--- config.mk ---
export PLATFORM = sky130hd
export DESIGN_NAME = gradient_line_rasterizer
export DESIGN_NICKNAME = d
export VERILOG_FILES = /design/src/hw/rtl/glr_pkg.sv /design/src/hw/rtl/glr_front.sv /design/src/hw/rtl/glr_fifo.sv /design/src/hw/rtl/glr_lerp.sv /design/src/hw/rtl/glr_back.sv /design/src/hw/rtl/gradient_line_rasterizer.sv
export SDC_FILE = /design/constraint.sdc
export NUM_CORES = 2
export LEC_CHECK = 0
export BUFFER_PORTS_ARGS = -buffer_cell sky130_fd_sc_hd__buf_2
export CORE_ASPECT_RATIO = 1.75
export CORE_MARGIN = 5
export CORE_UTILIZATION = 58
export CTS_CLUSTER_DIAMETER = 40
export DETAILED_ROUTE_END_ITERATION = 10
export HOLD_SLACK_MARGIN = 0.08
export PLACE_DENSITY = 0.78
export SLEW_MARGIN = 10
export SYNTH_ARGS = -nofsm -noshare
export SYNTH_HDL_FRONTEND = slang
export SYNTH_SLANG_ARGS = --single-unit
--- constraint.sdc ---
create_clock -name clk -period 6.05 [get_ports clk]
set_clock_uncertainty 0.1 [all_clocks]
set_input_delay 0.605 -clock clk [delete_from_list [all_inputs] [get_ports clk]]
set_output_delay 0.605 -clock clk [all_outputs]
set_load 0.02 [all_outputs]
--- src/hw/rtl/glr_pkg.sv ---
`timescale 1ns / 1ps
`default_nettype none

package glr_pkg;

    localparam int COORD_BITS_DEF  = 12;
    localparam int JOB_QUEUE_DEPTH = 2;

    localparam int COLOR_W   = 24;
    localparam int CHAN_W    = 8;
    localparam int K_W       = $clog2(CHAN_W);
    localparam int OFFSET_W  = 28;
    localparam int FB_DIM_W  = 12;
    localparam int PITCH_W   = 16;
    localparam int BPP_W     = 3;

    localparam int CFG_INDEX_W = 2;
    localparam int CFG_DATA_W  = 16;

    localparam logic [CFG_INDEX_W-1:0] REG_FB_WIDTH        = 2'd0;
    localparam logic [CFG_INDEX_W-1:0] REG_FB_HEIGHT       = 2'd1;
    localparam logic [CFG_INDEX_W-1:0] REG_ROW_PITCH       = 2'd2;
    localparam logic [CFG_INDEX_W-1:0] REG_BYTES_PER_PIXEL = 2'd3;

    localparam logic [FB_DIM_W-1:0] FB_WIDTH_RST        = 12'd1024;
    localparam logic [FB_DIM_W-1:0] FB_HEIGHT_RST       = 12'd768;
    localparam logic [PITCH_W-1:0]  ROW_PITCH_RST       = 16'd4096;
    localparam logic [BPP_W-1:0]    BYTES_PER_PIXEL_RST = 3'd4;

    localparam logic OP_LOAD = 1'b0;
    localparam logic OP_TICK = 1'b1;

endpackage

`default_nettype wire

--- src/hw/rtl/glr_front.sv ---
`timescale 1ns / 1ps
`default_nettype none

module glr_front
    import glr_pkg::*;
#(
    parameter int COORD_BITS = COORD_BITS_DEF,
    parameter int JOB_W      = 4 * COORD_BITS + 2 * COLOR_W + 2
)
(
    input  wire logic                         clk,
    input  wire logic                         rst_n,
    input  wire logic                         in_take,
    input  wire logic                         op,
    input  wire logic signed [COORD_BITS-1:0] x_start,
    input  wire logic signed [COORD_BITS-1:0] y_start,
    input  wire logic signed [COORD_BITS-1:0] x_end,
    input  wire logic signed [COORD_BITS-1:0] y_end,
    input  wire logic [COLOR_W-1:0]           color_start,
    input  wire logic [COLOR_W-1:0]           color_end,
    input  wire logic [FB_DIM_W-1:0]          fb_width,
    input  wire logic [FB_DIM_W-1:0]          fb_height,
    output logic                              job_push,
    output logic [JOB_W-1:0]                  job_data
);

    localparam int C     = COORD_BITS;
    localparam int ERR_W = C + 2;
    localparam int E2_W  = C + 3;
    localparam int VIS_W = C + FB_DIM_W;

    logic                 active_reg;
    logic signed [C-1:0]  cur_x_reg, cur_y_reg, goal_x_reg, goal_y_reg;
    logic [C-1:0]         delta_x_reg, delta_y_reg;
    logic                 step_x_neg_reg, step_y_neg_reg;
    logic signed [ERR_W-1:0] err_reg;
    logic [C-1:0]         idx_reg, count_reg;
    logic [COLOR_W-1:0]   first_color_reg, last_color_reg;

    logic signed [C:0]    ld_dx_wide, ld_dy_wide;
    logic [C:0]           ld_dx_abs, ld_dy_abs;
    logic [C-1:0]         ld_dx, ld_dy;
    logic signed [ERR_W-1:0] ld_err;

    logic signed [E2_W-1:0] e2, dx_ext, dy_ext, err_next_wide;
    logic                 move_x, move_y, fin, vis;
    logic [C-1:0]         step_x, step_y;

    logic is_load, is_tick;

    assign is_load = in_take && (op == OP_LOAD);
    assign is_tick = in_take && (op == OP_TICK) && active_reg;

    always_comb
    begin
        ld_dx_wide = {x_end[C-1], x_end} - {x_start[C-1], x_start};
        ld_dy_wide = {y_end[C-1], y_end} - {y_start[C-1], y_start};
        ld_dx_abs  = ld_dx_wide[C] ? $unsigned(-ld_dx_wide) : $unsigned(ld_dx_wide);
        ld_dy_abs  = ld_dy_wide[C] ? $unsigned(-ld_dy_wide) : $unsigned(ld_dy_wide);
        ld_dx      = ld_dx_abs[C-1:0];
        ld_dy      = ld_dy_abs[C-1:0];
        ld_err     = $signed({2'b00, ld_dx}) - $signed({2'b00, ld_dy});
    end

    always_comb
    begin
        e2      = $signed({err_reg, 1'b0});
        dx_ext  = $signed({3'b000, delta_x_reg});
        dy_ext  = $signed({3'b000, delta_y_reg});
        move_x  = e2 > -dy_ext;
        move_y  = e2 < dx_ext;
        err_next_wide = $signed({err_reg[ERR_W-1], err_reg})
                        - (move_x ? dy_ext : '0)
                        + (move_y ? dx_ext : '0);
        step_x  = step_x_neg_reg ? {C{1'b1}} : C'(1);
        step_y  = step_y_neg_reg ? {C{1'b1}} : C'(1);
        fin     = (cur_x_reg == goal_x_reg) && (cur_y_reg == goal_y_reg);
        vis     = !cur_x_reg[C-1] && !cur_y_reg[C-1]
                  && (VIS_W'($unsigned(cur_x_reg)) < VIS_W'(fb_width))
                  && (VIS_W'($unsigned(cur_y_reg)) < VIS_W'(fb_height));
    end

    assign job_push = is_tick;
    assign job_data = {fin, vis, first_color_reg, last_color_reg, count_reg, idx_reg,
                       cur_y_reg, cur_x_reg};

    always_ff @(posedge clk or negedge rst_n)
    begin
        if (!rst_n)
        begin
            active_reg <= 1'b0;
        end
        else if (is_load)
        begin
            active_reg <= 1'b1;
        end
        else if (is_tick && fin)
        begin
            active_reg <= 1'b0;
        end
    end

    always_ff @(posedge clk)
    begin
        if (is_load)
        begin
            cur_x_reg       <= x_start;
            cur_y_reg       <= y_start;
            goal_x_reg      <= x_end;
            goal_y_reg      <= y_end;
            delta_x_reg     <= ld_dx;
            delta_y_reg     <= ld_dy;
            step_x_neg_reg  <= !(x_start < x_end);
            step_y_neg_reg  <= !(y_start < y_end);
            err_reg         <= ld_err;
            idx_reg         <= '0;
            count_reg       <= (ld_dx > ld_dy) ? ld_dx : ld_dy;
            first_color_reg <= color_start;
            last_color_reg  <= color_end;
        end
        else if (is_tick && !fin)
        begin
            err_reg <= err_next_wide[ERR_W-1:0];
            if (move_x)
            begin
                cur_x_reg <= cur_x_reg + step_x;
            end
            if (move_y)
            begin
                cur_y_reg <= cur_y_reg + step_y;
            end
            idx_reg <= idx_reg + C'(1);
        end
    end

endmodule

`default_nettype wire

--- src/hw/rtl/glr_fifo.sv ---
`timescale 1ns / 1ps
`default_nettype none

module glr_fifo
    import glr_pkg::*;
#(
    parameter int WIDTH = 8,
    parameter int DEPTH = JOB_QUEUE_DEPTH
)
(
    input  wire logic             clk,
    input  wire logic             rst_n,
    input  wire logic             wr_en,
    input  wire logic [WIDTH-1:0] wdata,
    input  wire logic             rd_en,
    output logic [WIDTH-1:0]      rdata,
    output logic                  full,
    output logic                  empty
);

    localparam int PTR_W = (DEPTH > 1) ? $clog2(DEPTH) : 1;
    localparam int CNT_W = $clog2(DEPTH + 1);

    logic [WIDTH-1:0] slot_reg [DEPTH];
    logic [PTR_W-1:0] wr_ptr_reg, rd_ptr_reg;
    logic [CNT_W-1:0] count_reg;
    logic             do_wr, do_rd;

    assign full  = (count_reg == CNT_W'(DEPTH));
    assign empty = (count_reg == '0);
    assign do_wr = wr_en && !full;
    assign do_rd = rd_en && !empty;
    assign rdata = slot_reg[rd_ptr_reg];

    function automatic logic [PTR_W-1:0] ptr_inc(input logic [PTR_W-1:0] p);
        return (p == PTR_W'(DEPTH - 1)) ? '0 : p + PTR_W'(1);
    endfunction

    always_ff @(posedge clk or negedge rst_n)
    begin
        if (!rst_n)
        begin
            wr_ptr_reg <= '0;
            rd_ptr_reg <= '0;
            count_reg  <= '0;
        end
        else
        begin
            if (do_wr)
            begin
                wr_ptr_reg <= ptr_inc(wr_ptr_reg);
            end
            if (do_rd)
            begin
                rd_ptr_reg <= ptr_inc(rd_ptr_reg);
            end
            if (do_wr && !do_rd)
            begin
                count_reg <= count_reg + CNT_W'(1);
            end
            else if (do_rd && !do_wr)
            begin
                count_reg <= count_reg - CNT_W'(1);
            end
        end
    end

    always_ff @(posedge clk)
    begin
        if (do_wr)
        begin
            slot_reg[wr_ptr_reg] <= wdata;
        end
    end

endmodule

`default_nettype wire

--- src/hw/rtl/glr_lerp.sv ---
`timescale 1ns / 1ps
`default_nettype none

module glr_lerp
    import glr_pkg::*;
#(
    parameter int COORD_BITS = COORD_BITS_DEF
)
(
    input  wire logic                  clk,
    input  wire logic                  rst_n,
    input  wire logic                  start,
    input  wire logic [CHAN_W-1:0]     chan_first,
    input  wire logic [CHAN_W-1:0]     chan_last,
    input  wire logic [COORD_BITS-1:0] idx,
    input  wire logic [COORD_BITS-1:0] count,
    output logic                       busy,
    output logic                       done,
    output logic [CHAN_W-1:0]          chan_out
);

    localparam int NUM_W = CHAN_W + COORD_BITS;

    localparam logic [1:0] L_IDLE = 2'd0;
    localparam logic [1:0] L_MUL  = 2'd1;
    localparam logic [1:0] L_DIV  = 2'd2;

    logic [1:0]            state_reg;
    logic                  done_reg;
    logic [K_W-1:0]        k_reg;
    logic [NUM_W-1:0]      rem_reg;
    logic [CHAN_W-1:0]     q_reg, base_reg, diff_reg;
    logic                  down_reg;
    logic [COORD_BITS-1:0] idx_reg, count_reg;

    logic [NUM_W-1:0]      shifted;
    logic                  take;

    // quotient is known to stay below 256 since idx never exceeds count
    assign shifted  = NUM_W'(count_reg) << k_reg;
    assign take     = rem_reg >= shifted;
    assign busy     = (state_reg != L_IDLE);
    assign done     = done_reg;
    assign chan_out = down_reg ? (base_reg - q_reg) : (base_reg + q_reg);

    always_ff @(posedge clk or negedge rst_n)
    begin
        if (!rst_n)
        begin
            state_reg <= L_IDLE;
            done_reg  <= 1'b0;
        end
        else
        begin
            done_reg <= 1'b0;
            case (state_reg)
                L_IDLE:
                begin
                    if (start)
                    begin
                        state_reg <= L_MUL;
                    end
                end
                L_MUL:
                begin
                    state_reg <= L_DIV;
                end
                L_DIV:
                begin
                    if (k_reg == '0)
                    begin
                        state_reg <= L_IDLE;
                        done_reg  <= 1'b1;
                    end
                end
                default:
                begin
                    state_reg <= L_IDLE;
                end
            endcase
        end
    end

    always_ff @(posedge clk)
    begin
        if (start && (state_reg == L_IDLE))
        begin
            base_reg  <= chan_first;
            down_reg  <= chan_last < chan_first;
            diff_reg  <= (chan_last < chan_first) ? (chan_first - chan_last)
                                                  : (chan_last - chan_first);
            idx_reg   <= idx;
            count_reg <= count;
            q_reg     <= '0;
        end
        else if (state_reg == L_MUL)
        begin
            rem_reg <= NUM_W'(diff_reg) * NUM_W'(idx_reg);
            k_reg   <= K_W'(CHAN_W - 1);
        end
        else if (state_reg == L_DIV)
        begin
            if (take)
            begin
                rem_reg      <= rem_reg - shifted;
                q_reg[k_reg] <= 1'b1;
            end
            k_reg <= k_reg - K_W'(1);
        end
    end

endmodule

`default_nettype wire

--- src/hw/rtl/glr_back.sv ---
`timescale 1ns / 1ps
`default_nettype none

module glr_back
    import glr_pkg::*;
#(
    parameter int COORD_BITS = COORD_BITS_DEF,
    parameter int JOB_W      = 4 * COORD_BITS + 2 * COLOR_W + 2
)
(
    input  wire logic                   clk,
    input  wire logic                   rst_n,
    input  wire logic                   job_empty,
    input  wire logic [JOB_W-1:0]       job_data,
    output logic                        job_pop,
    input  wire logic [PITCH_W-1:0]     row_pitch,
    input  wire logic [BPP_W-1:0]       bytes_per_pixel,
    input  wire logic                   pop,
    output logic                        out_valid,
    output logic signed [COORD_BITS-1:0] pixel_x,
    output logic signed [COORD_BITS-1:0] pixel_y,
    output logic [COLOR_W-1:0]          pixel_color,
    output logic [OFFSET_W-1:0]         byte_offset,
    output logic                        visible,
    output logic                        last
);

    localparam int C           = COORD_BITS;
    localparam int X_LSB       = 0;
    localparam int Y_LSB       = C;
    localparam int IDX_LSB     = 2 * C;
    localparam int CNT_LSB     = 3 * C;
    localparam int LCOLOR_LSB  = 4 * C;
    localparam int FCOLOR_LSB  = 4 * C + COLOR_W;
    localparam int VIS_BIT     = 4 * C + 2 * COLOR_W;
    localparam int FIN_BIT     = VIS_BIT + 1;
    localparam int ROW_W       = C + PITCH_W;
    localparam int COL_W       = C + BPP_W;
    localparam int SUM_W       = ROW_W + 1;

    localparam logic [1:0] B_IDLE = 2'd0;
    localparam logic [1:0] B_MUL  = 2'd1;
    localparam logic [1:0] B_RUN  = 2'd2;
    localparam logic [1:0] B_OUT  = 2'd3;

    logic [1:0]       state_reg;
    logic [JOB_W-1:0] job_reg;
    logic [ROW_W-1:0] row_prod_reg;
    logic [COL_W-1:0] col_prod_reg;
    logic             out_valid_reg;

    logic [2:0]        lerp_busy, lerp_done;
    logic [CHAN_W-1:0] chan_res [3];

    logic [COLOR_W-1:0] head_first, head_last, job_first;
    logic [C-1:0]       head_idx, head_count, job_count;
    logic [SUM_W-1:0]   offset_sum;
    logic               out_load;

    assign head_first = job_data[FCOLOR_LSB +: COLOR_W];
    assign head_last  = job_data[LCOLOR_LSB +: COLOR_W];
    assign head_idx   = job_data[IDX_LSB +: C];
    assign head_count = job_data[CNT_LSB +: C];
    assign job_first  = job_reg[FCOLOR_LSB +: COLOR_W];
    assign job_count  = job_reg[CNT_LSB +: C];

    assign job_pop    = (state_reg == B_IDLE) && !job_empty;
    assign out_load   = (state_reg == B_OUT) && (!out_valid_reg || pop);
    assign out_valid  = out_valid_reg;
    assign offset_sum = SUM_W'(row_prod_reg) + SUM_W'(col_prod_reg);

    // one unit per color channel, red in the high byte
    for (genvar ch = 0; ch < 3; ch++)
    begin : g_chan
        glr_lerp #(
            .COORD_BITS(COORD_BITS)
        ) u_lerp (
            .clk        (clk),
            .rst_n      (rst_n),
            .start      (job_pop),
            .chan_first (head_first[ch*CHAN_W +: CHAN_W]),
            .chan_last  (head_last[ch*CHAN_W +: CHAN_W]),
            .idx        (head_idx),
            .count      (head_count),
            .busy       (lerp_busy[ch]),
            .done       (lerp_done[ch]),
            .chan_out   (chan_res[ch])
        );
    end

    always_ff @(posedge clk or negedge rst_n)
    begin
        if (!rst_n)
        begin
            state_reg     <= B_IDLE;
            out_valid_reg <= 1'b0;
        end
        else
        begin
            case (state_reg)
                B_IDLE:
                begin
                    if (job_pop)
                    begin
                        state_reg <= B_MUL;
                    end
                end
                B_MUL:
                begin
                    state_reg <= B_RUN;
                end
                B_RUN:
                begin
                    if (lerp_done[0])
                    begin
                        state_reg <= B_OUT;
                    end
                end
                B_OUT:
                begin
                    if (out_load)
                    begin
                        state_reg <= B_IDLE;
                    end
                end
                default:
                begin
                    state_reg <= B_IDLE;
                end
            endcase

            if (out_load)
            begin
                out_valid_reg <= 1'b1;
            end
            else if (pop)
            begin
                out_valid_reg <= 1'b0;
            end
        end
    end

    always_ff @(posedge clk)
    begin
        if (job_pop)
        begin
            job_reg <= job_data;
        end
        if (state_reg == B_MUL)
        begin
            row_prod_reg <= ROW_W'(job_reg[Y_LSB +: C]) * ROW_W'(row_pitch);
            col_prod_reg <= COL_W'(job_reg[X_LSB +: C]) * COL_W'(bytes_per_pixel);
        end
        if (out_load)
        begin
            pixel_x     <= $signed(job_reg[X_LSB +: C]);
            pixel_y     <= $signed(job_reg[Y_LSB +: C]);
            pixel_color <= (job_count == '0) ? job_first
                                             : {chan_res[2], chan_res[1], chan_res[0]};
            byte_offset <= job_reg[VIS_BIT] ? OFFSET_W'(offset_sum) : '0;
            visible     <= job_reg[VIS_BIT];
            last        <= job_reg[FIN_BIT];
        end
    end

    a_lerp_lockstep: assert property (@(posedge clk) disable iff (!rst_n)
        (lerp_busy[0] == lerp_busy[1]) && (lerp_busy[1] == lerp_busy[2]))
        else $error("channel units out of step");

    a_run_has_work: assert property (@(posedge clk) disable iff (!rst_n)
        (state_reg == B_RUN) |-> (lerp_busy[0] || lerp_done[0]))
        else $error("waiting on an idle channel unit");

    a_start_when_free: assert property (@(posedge clk) disable iff (!rst_n)
        job_pop |-> !lerp_busy[0])
        else $error("job fetched while channel units busy");

    a_no_overwrite: assert property (@(posedge clk) disable iff (!rst_n)
        (out_valid_reg && !pop) |=> (out_valid_reg && !$past(out_load)))
        else $error("result register overwritten before transaction");

endmodule

`default_nettype wire

--- src/hw/rtl/gradient_line_rasterizer.sv ---
`timescale 1ns / 1ps
`default_nettype none

// Bresenham line rasterizer with per-channel color interpolation. A load
// transaction (op = 0) sets up a line and returns nothing; each tick
// transaction (op = 1) returns the next pixel with its clip flag, byte
// offset and a last flag on the end point; ticks with no line loaded return
// nothing. The front end steps the line at one tick per cycle into a two-entry
// job queue, while the queue is not full; the back end takes one pixel at a
// time: fetch, a multiply step, eight shift-subtract steps of the per-channel
// dividers that scale the color difference by index / step count, a step to
// see the dividers finish, then the result register once it is free. One
// result waits in the output register while the next one is
// computed. Configuration writes are taken every cycle (ready is always high)
// and must only happen while the block is idle.

module gradient_line_rasterizer
    import glr_pkg::*;
#(
    parameter int COORD_BITS = COORD_BITS_DEF
)
(
    input  wire logic                         clk,
    input  wire logic                         rst_n,

    input  wire logic                         push,
    output logic                              full,
    input  wire logic                         op,
    input  wire logic signed [COORD_BITS-1:0] x_start,
    input  wire logic signed [COORD_BITS-1:0] y_start,
    input  wire logic signed [COORD_BITS-1:0] x_end,
    input  wire logic signed [COORD_BITS-1:0] y_end,
    input  wire logic [COLOR_W-1:0]           color_start,
    input  wire logic [COLOR_W-1:0]           color_end,

    output logic                              empty,
    input  wire logic                         pop,
    output logic signed [COORD_BITS-1:0]      pixel_x,
    output logic signed [COORD_BITS-1:0]      pixel_y,
    output logic [COLOR_W-1:0]                pixel_color,
    output logic [OFFSET_W-1:0]               byte_offset,
    output logic                              visible,
    output logic                              last,

    input  wire logic                         cfg_valid,
    output logic                              cfg_ready,
    input  wire logic [CFG_INDEX_W-1:0]       cfg_index,
    input  wire logic [CFG_DATA_W-1:0]        cfg_data
);

    localparam int JOB_W = 4 * COORD_BITS + 2 * COLOR_W + 2;

    logic [FB_DIM_W-1:0] fb_width_reg, fb_height_reg;
    logic [PITCH_W-1:0]  row_pitch_reg;
    logic [BPP_W-1:0]    bpp_reg;

    logic             in_take;
    logic             job_push, job_pop, job_empty;
    logic [JOB_W-1:0] job_wdata, job_rdata;
    logic             out_valid;

    assign cfg_ready = 1'b1;
    assign in_take   = push && !full;
    assign empty     = !out_valid;

    always_ff @(posedge clk or negedge rst_n)
    begin
        if (!rst_n)
        begin
            fb_width_reg  <= FB_WIDTH_RST;
            fb_height_reg <= FB_HEIGHT_RST;
            row_pitch_reg <= ROW_PITCH_RST;
            bpp_reg       <= BYTES_PER_PIXEL_RST;
        end
        else if (cfg_valid && cfg_ready)
        begin
            case (cfg_index)
                REG_FB_WIDTH:        fb_width_reg  <= cfg_data[FB_DIM_W-1:0];
                REG_FB_HEIGHT:       fb_height_reg <= cfg_data[FB_DIM_W-1:0];
                REG_ROW_PITCH:       row_pitch_reg <= cfg_data[PITCH_W-1:0];
                REG_BYTES_PER_PIXEL: bpp_reg       <= cfg_data[BPP_W-1:0];
                default:             ;
            endcase
        end
    end

    glr_front #(
        .COORD_BITS (COORD_BITS),
        .JOB_W      (JOB_W)
    ) u_front (
        .clk         (clk),
        .rst_n       (rst_n),
        .in_take     (in_take),
        .op          (op),
        .x_start     (x_start),
        .y_start     (y_start),
        .x_end       (x_end),
        .y_end       (y_end),
        .color_start (color_start),
        .color_end   (color_end),
        .fb_width    (fb_width_reg),
        .fb_height   (fb_height_reg),
        .job_push    (job_push),
        .job_data    (job_wdata)
    );

    glr_fifo #(
        .WIDTH (JOB_W),
        .DEPTH (JOB_QUEUE_DEPTH)
    ) u_queue (
        .clk   (clk),
        .rst_n (rst_n),
        .wr_en (job_push),
        .wdata (job_wdata),
        .rd_en (job_pop),
        .rdata (job_rdata),
        .full  (full),
        .empty (job_empty)
    );

    glr_back #(
        .COORD_BITS (COORD_BITS),
        .JOB_W      (JOB_W)
    ) u_back (
        .clk             (clk),
        .rst_n           (rst_n),
        .job_empty       (job_empty),
        .job_data        (job_rdata),
        .job_pop         (job_pop),
        .row_pitch       (row_pitch_reg),
        .bytes_per_pixel (bpp_reg),
        .pop             (pop),
        .out_valid       (out_valid),
        .pixel_x         (pixel_x),
        .pixel_y         (pixel_y),
        .pixel_color     (pixel_color),
        .byte_offset     (byte_offset),
        .visible         (visible),
        .last            (last)
    );

endmodule

`default_nettype wire
==> flow_metrics.py <==
metrics = {
    "timing": {
        "setup_viol": 0,
        "rsz0062_at_grt": "true",
        "worstMarginPinSlew_ns": 1.07,
        "fmax_mhz": 171,
        "finalCriticalPeriod_ns": 5.85,
        "maxSlewViolCount": 0,
        "finalHoldViolCount": 0,
        "max-slew-margin-rel_pct": 28.8,
        "finalCritPeriodShare_pct": 96.7,
    },
    "yosys": {
        "syn_nets": 6242,
        "yosysMostFrequentCell": "edfxtp_1",
        "yosysSeqAreaShare_pct": 41.3,
        "synth_seq_cells": 813,
        "synthFlopType": "edfxtp_1",
        "synth.top_cell.area_share_pct": 37.5,
        "syn_area_per_cell_um2": 10.9,
        "synth_edf_count": 719,
        "yosysTopAreaCell": "edfxtp_1",
        "syn_inst": 5272,
        "synth_commonest_cells": "719 x edfxtp_1, 693 x inv_1, 543 x nand2_1",
        "synth_cell_type_count": 89,
        "netlist_area_um2": 57600,
        "yosys_warnings": 0,
        "synth-async-reset-ratio_pct": 7.13,
        "synth_area_leaders": "edfxtp_1 38%, fa_1 13%, ha_1 11%, inv_1 4.5%, nand2_1 3.5%",
    },
    "worst_setup_path": {
        "cp-start-kind": "register",
        "r2r-start": "u_front.delta_y_reg[3]$_DFFE_PP_",
        "cp.arrival_ns": 6.18,
        "critPathMaxStageDelay_ns": 0.59,
        "r2r_cells": 26,
        "worstPathRequired_ns": 6.38,
        "critPathKind": "reg2reg",
        "end_kind": "register",
        "timing.rr.end": "u_front.err_reg[11]$_DFFE_PP_",
        "crit_family": "simple AND/OR/NAND/NOR gates",
        "cp_slowest_cell": "or4_4",
        "worstPathMaxFanout": 5,
        "crit_buf_inv": 3,
        "rrSetupSlack_ns": 0.20,
    },
    "layout": {
        "nFillCells": 7566,
        "final-instance-count-excl-fill": 7022,
        "largest_reg_flops": 196,
        "drive_gt1_share_pct": 11.2,
        "synthToLayoutAreaGrowth_pct": 12.7,
        "finalInstanceArea_um2": 64900,
        "num-nets-final": 6589,
    },
    "clocking": {
        "cts.sinks": 813,
        "htreeDepth": 3,
        "clk_root_buffer_cell": "clkbuf_16",
        "clock_latency_ns": 0.72,
        "cts_buffer_depth": 3,
        "path_clk_slew_ns": 0.06,
        "cts_buffers": 98,
        "cts_tree": "done",
    },
    "drt": {
        "detail_route.first_pass.iterations": 6,
        "wl_per_cell_um": 20.6,
        "drt_iter0_markers": 2718,
        "drc": 0,
        "routed-via-count": 40699,
        "via_per_inst": 5.80,
        "ant_nets": 0,
        "wl_mm": 145,
    },
    "worst_hold_path": {
        "min_path_cells": 3,
        "hp-start": "cfg_data[8]",
        "worst_hold_path_type": "in2reg",
        "holdPathEnd": "fb_width_reg[8]$_DFFE_PN0P_",
    },
    "floorplanning": {
        "io_pins": 201,
        "die_w_um": 248,
        "initial_utilization_pct": 58.2,
        "dieArea_um2": 106000,
        "die_h_um": 427,
        "core_um2": 99000,
        "num_rows": 153,
    },
    "global_routing": {
        "antenna_found_initial": 4,
        "grt_pass1_vias": 42933,
        "grt_start_max_net_pins": 84,
        "track_usage_pct": 27.5,
        "grt_pass1_wl_mm": 228,
        "grt-ovfl-total": 0,
    },
    "outcome": {
        "outcome": "finished clean",
    },
    "place": {
        "port_buffers": 199,
        "place.gp.congestion": 0.959,
        "dp_hpwl_mm": 110,
        "placedCellCount": 6747,
        "placed_area_um2": 60500,
    },
    "flow_run": {
        "drv_cap": 0,
    },
}
metal layers:
metal,global-route usage (%),part of all wire (%)
met2,50.6,53
met5,0,0.011
met1,29.8,35
met4,16.2,7.0
met3,3.89,5.2
area by class of cell:
type | count | area [um2] | area share, %
flip-flops and latches | 813 | 23800 | 36.6
clock buffers | 121 | 2610 | 4.02
well taps | 1317 | 1650 | 2.54
diodes | 2 | 5.00 | 0.00771
multi-input cells | 3622 | 30800 | 47.5
inverters | 699 | 2630 | 4.05
repair buffers | 385 | 2630 | 4.05
clock inverters | 63 | 792 | 1.22
kinds of logic after synthesis:
kind of cell / share of synthesized area (%)
AND/OR/NAND/NOR: 11.7
adder cells (fa/ha/maj): 23.2
buffers and inverters: 5.48
AO/OA/AOI/OAI: 9.18
flip-flops: 41.3
XOR/XNOR: 4.69
multiplexers: 4.51
other: 0.00651
how the worst max path moves through the flow:
stage | depth (start not counted) | slack [ns] | start | endpoint
global placement | 25 | 0.03 | u_front.delta_y_reg[4]$_DFFE_PP_ | u_front.err_reg[13]$_DFFE_PP_
CTS | 25 | 0.02 | u_front.delta_y_reg[5]$_DFFE_PP_ | u_front.err_reg[12]$_DFFE_PP_
finish | 26 | 0.20 | u_front.delta_y_reg[3]$_DFFE_PP_ | u_front.err_reg[11]$_DFFE_PP_
floorplan | 20 | 0.34 | u_back.job_reg[15]$_DFFE_PP_ | u_back.row_prod_reg[26]$_DFFE_PN_
detailed placement | 25 | -0.07 | u_front.delta_y_reg[5]$_DFFE_PP_ | u_front.err_reg[13]$_DFFE_PP_
global route | 25 | -0.06 | u_front.delta_y_reg[3]$_DFFE_PP_ | u_front.err_reg[12]$_DFFE_PP_
placed cells by master (no fill, tap or decap), types with 14 or more instances in the layout:
master | Yosys | routed
o21ai_1 | 16 | 18
a21oi_1 | 257 | 250
nand2_1 | 543 | 543
a31oi_1 | 29 | 29
a21boi_0 | 15 | 14
edfxtp_1 | 719 | 719
dlygate4sd3_1 | 0 | 84
dfrtp_1 | 53 | 52
buf_4 | 1 | 100
nand4_1 | 37 | 37
nor2_1 | 244 | 240
o22ai_1 | 15 | 15
fa_1 | 361 | 360
mux4_2 | 15 | 15
a211oi_1 | 35 | 32
a21o_1 | 65 | 65
clkbuf_16 | 0 | 99
xor2_1 | 82 | 82
o211ai_1 | 17 | 17
clkbuf_1 | 119 | 17
inv_1 | 693 | 691
o21ai_0 | 177 | 174
nor3_1 | 51 | 50
and3_1 | 18 | 18
nor2b_1 | 69 | 69
or3_1 | 28 | 28
mux2_2 | 99 | 99
ha_1 | 489 | 487
buf_2 | 5 | 199
o31ai_1 | 25 | 25
xnor2_1 | 226 | 226
dfxtp_1 | 36 | 36
o21a_1 | 38 | 38
o21bai_1 | 25 | 25
and2_1 | 241 | 238
nand3_1 | 69 | 68
nand2b_1 | 58 | 58
mux2i_1 | 114 | 113
tightest hold or removal path, cell delays in order:
cell,delay [ns]
buf_2,0.16
nand2_1,0.06
o21ai_0,0.07
per-stage QoR:
step	utilization (%)	worst slack, ns	TNS, ns	hold slack (ns)
5_1_grt	65.6	-0.0552	-0.245	0.124
3_5_place_dp	61.1	-0.0698	-0.0812	0.312
3_3_place_gp	61.1	0.0293	0	0.307
6_report	65.6	0.199	0	0.137
2_1_floorplan	-	0.342	0	0.209
4_1_cts	65.4	0.0223	0	0.0829
repair_timing:
action                                  in CTS  in global routing
pin swaps                                    0                 20
gates resized for setup                      2                 30
cloned                                       0                  0
buffers inserted                             0                  5
hold buffers                                84                  0
endpoints found under the hold margin      140                  0
endpoints found under the setup margin       4                 12
Power is not shown: default switching activity piles up to over one toggle a cycle in this logic, so the estimate is an artifact.
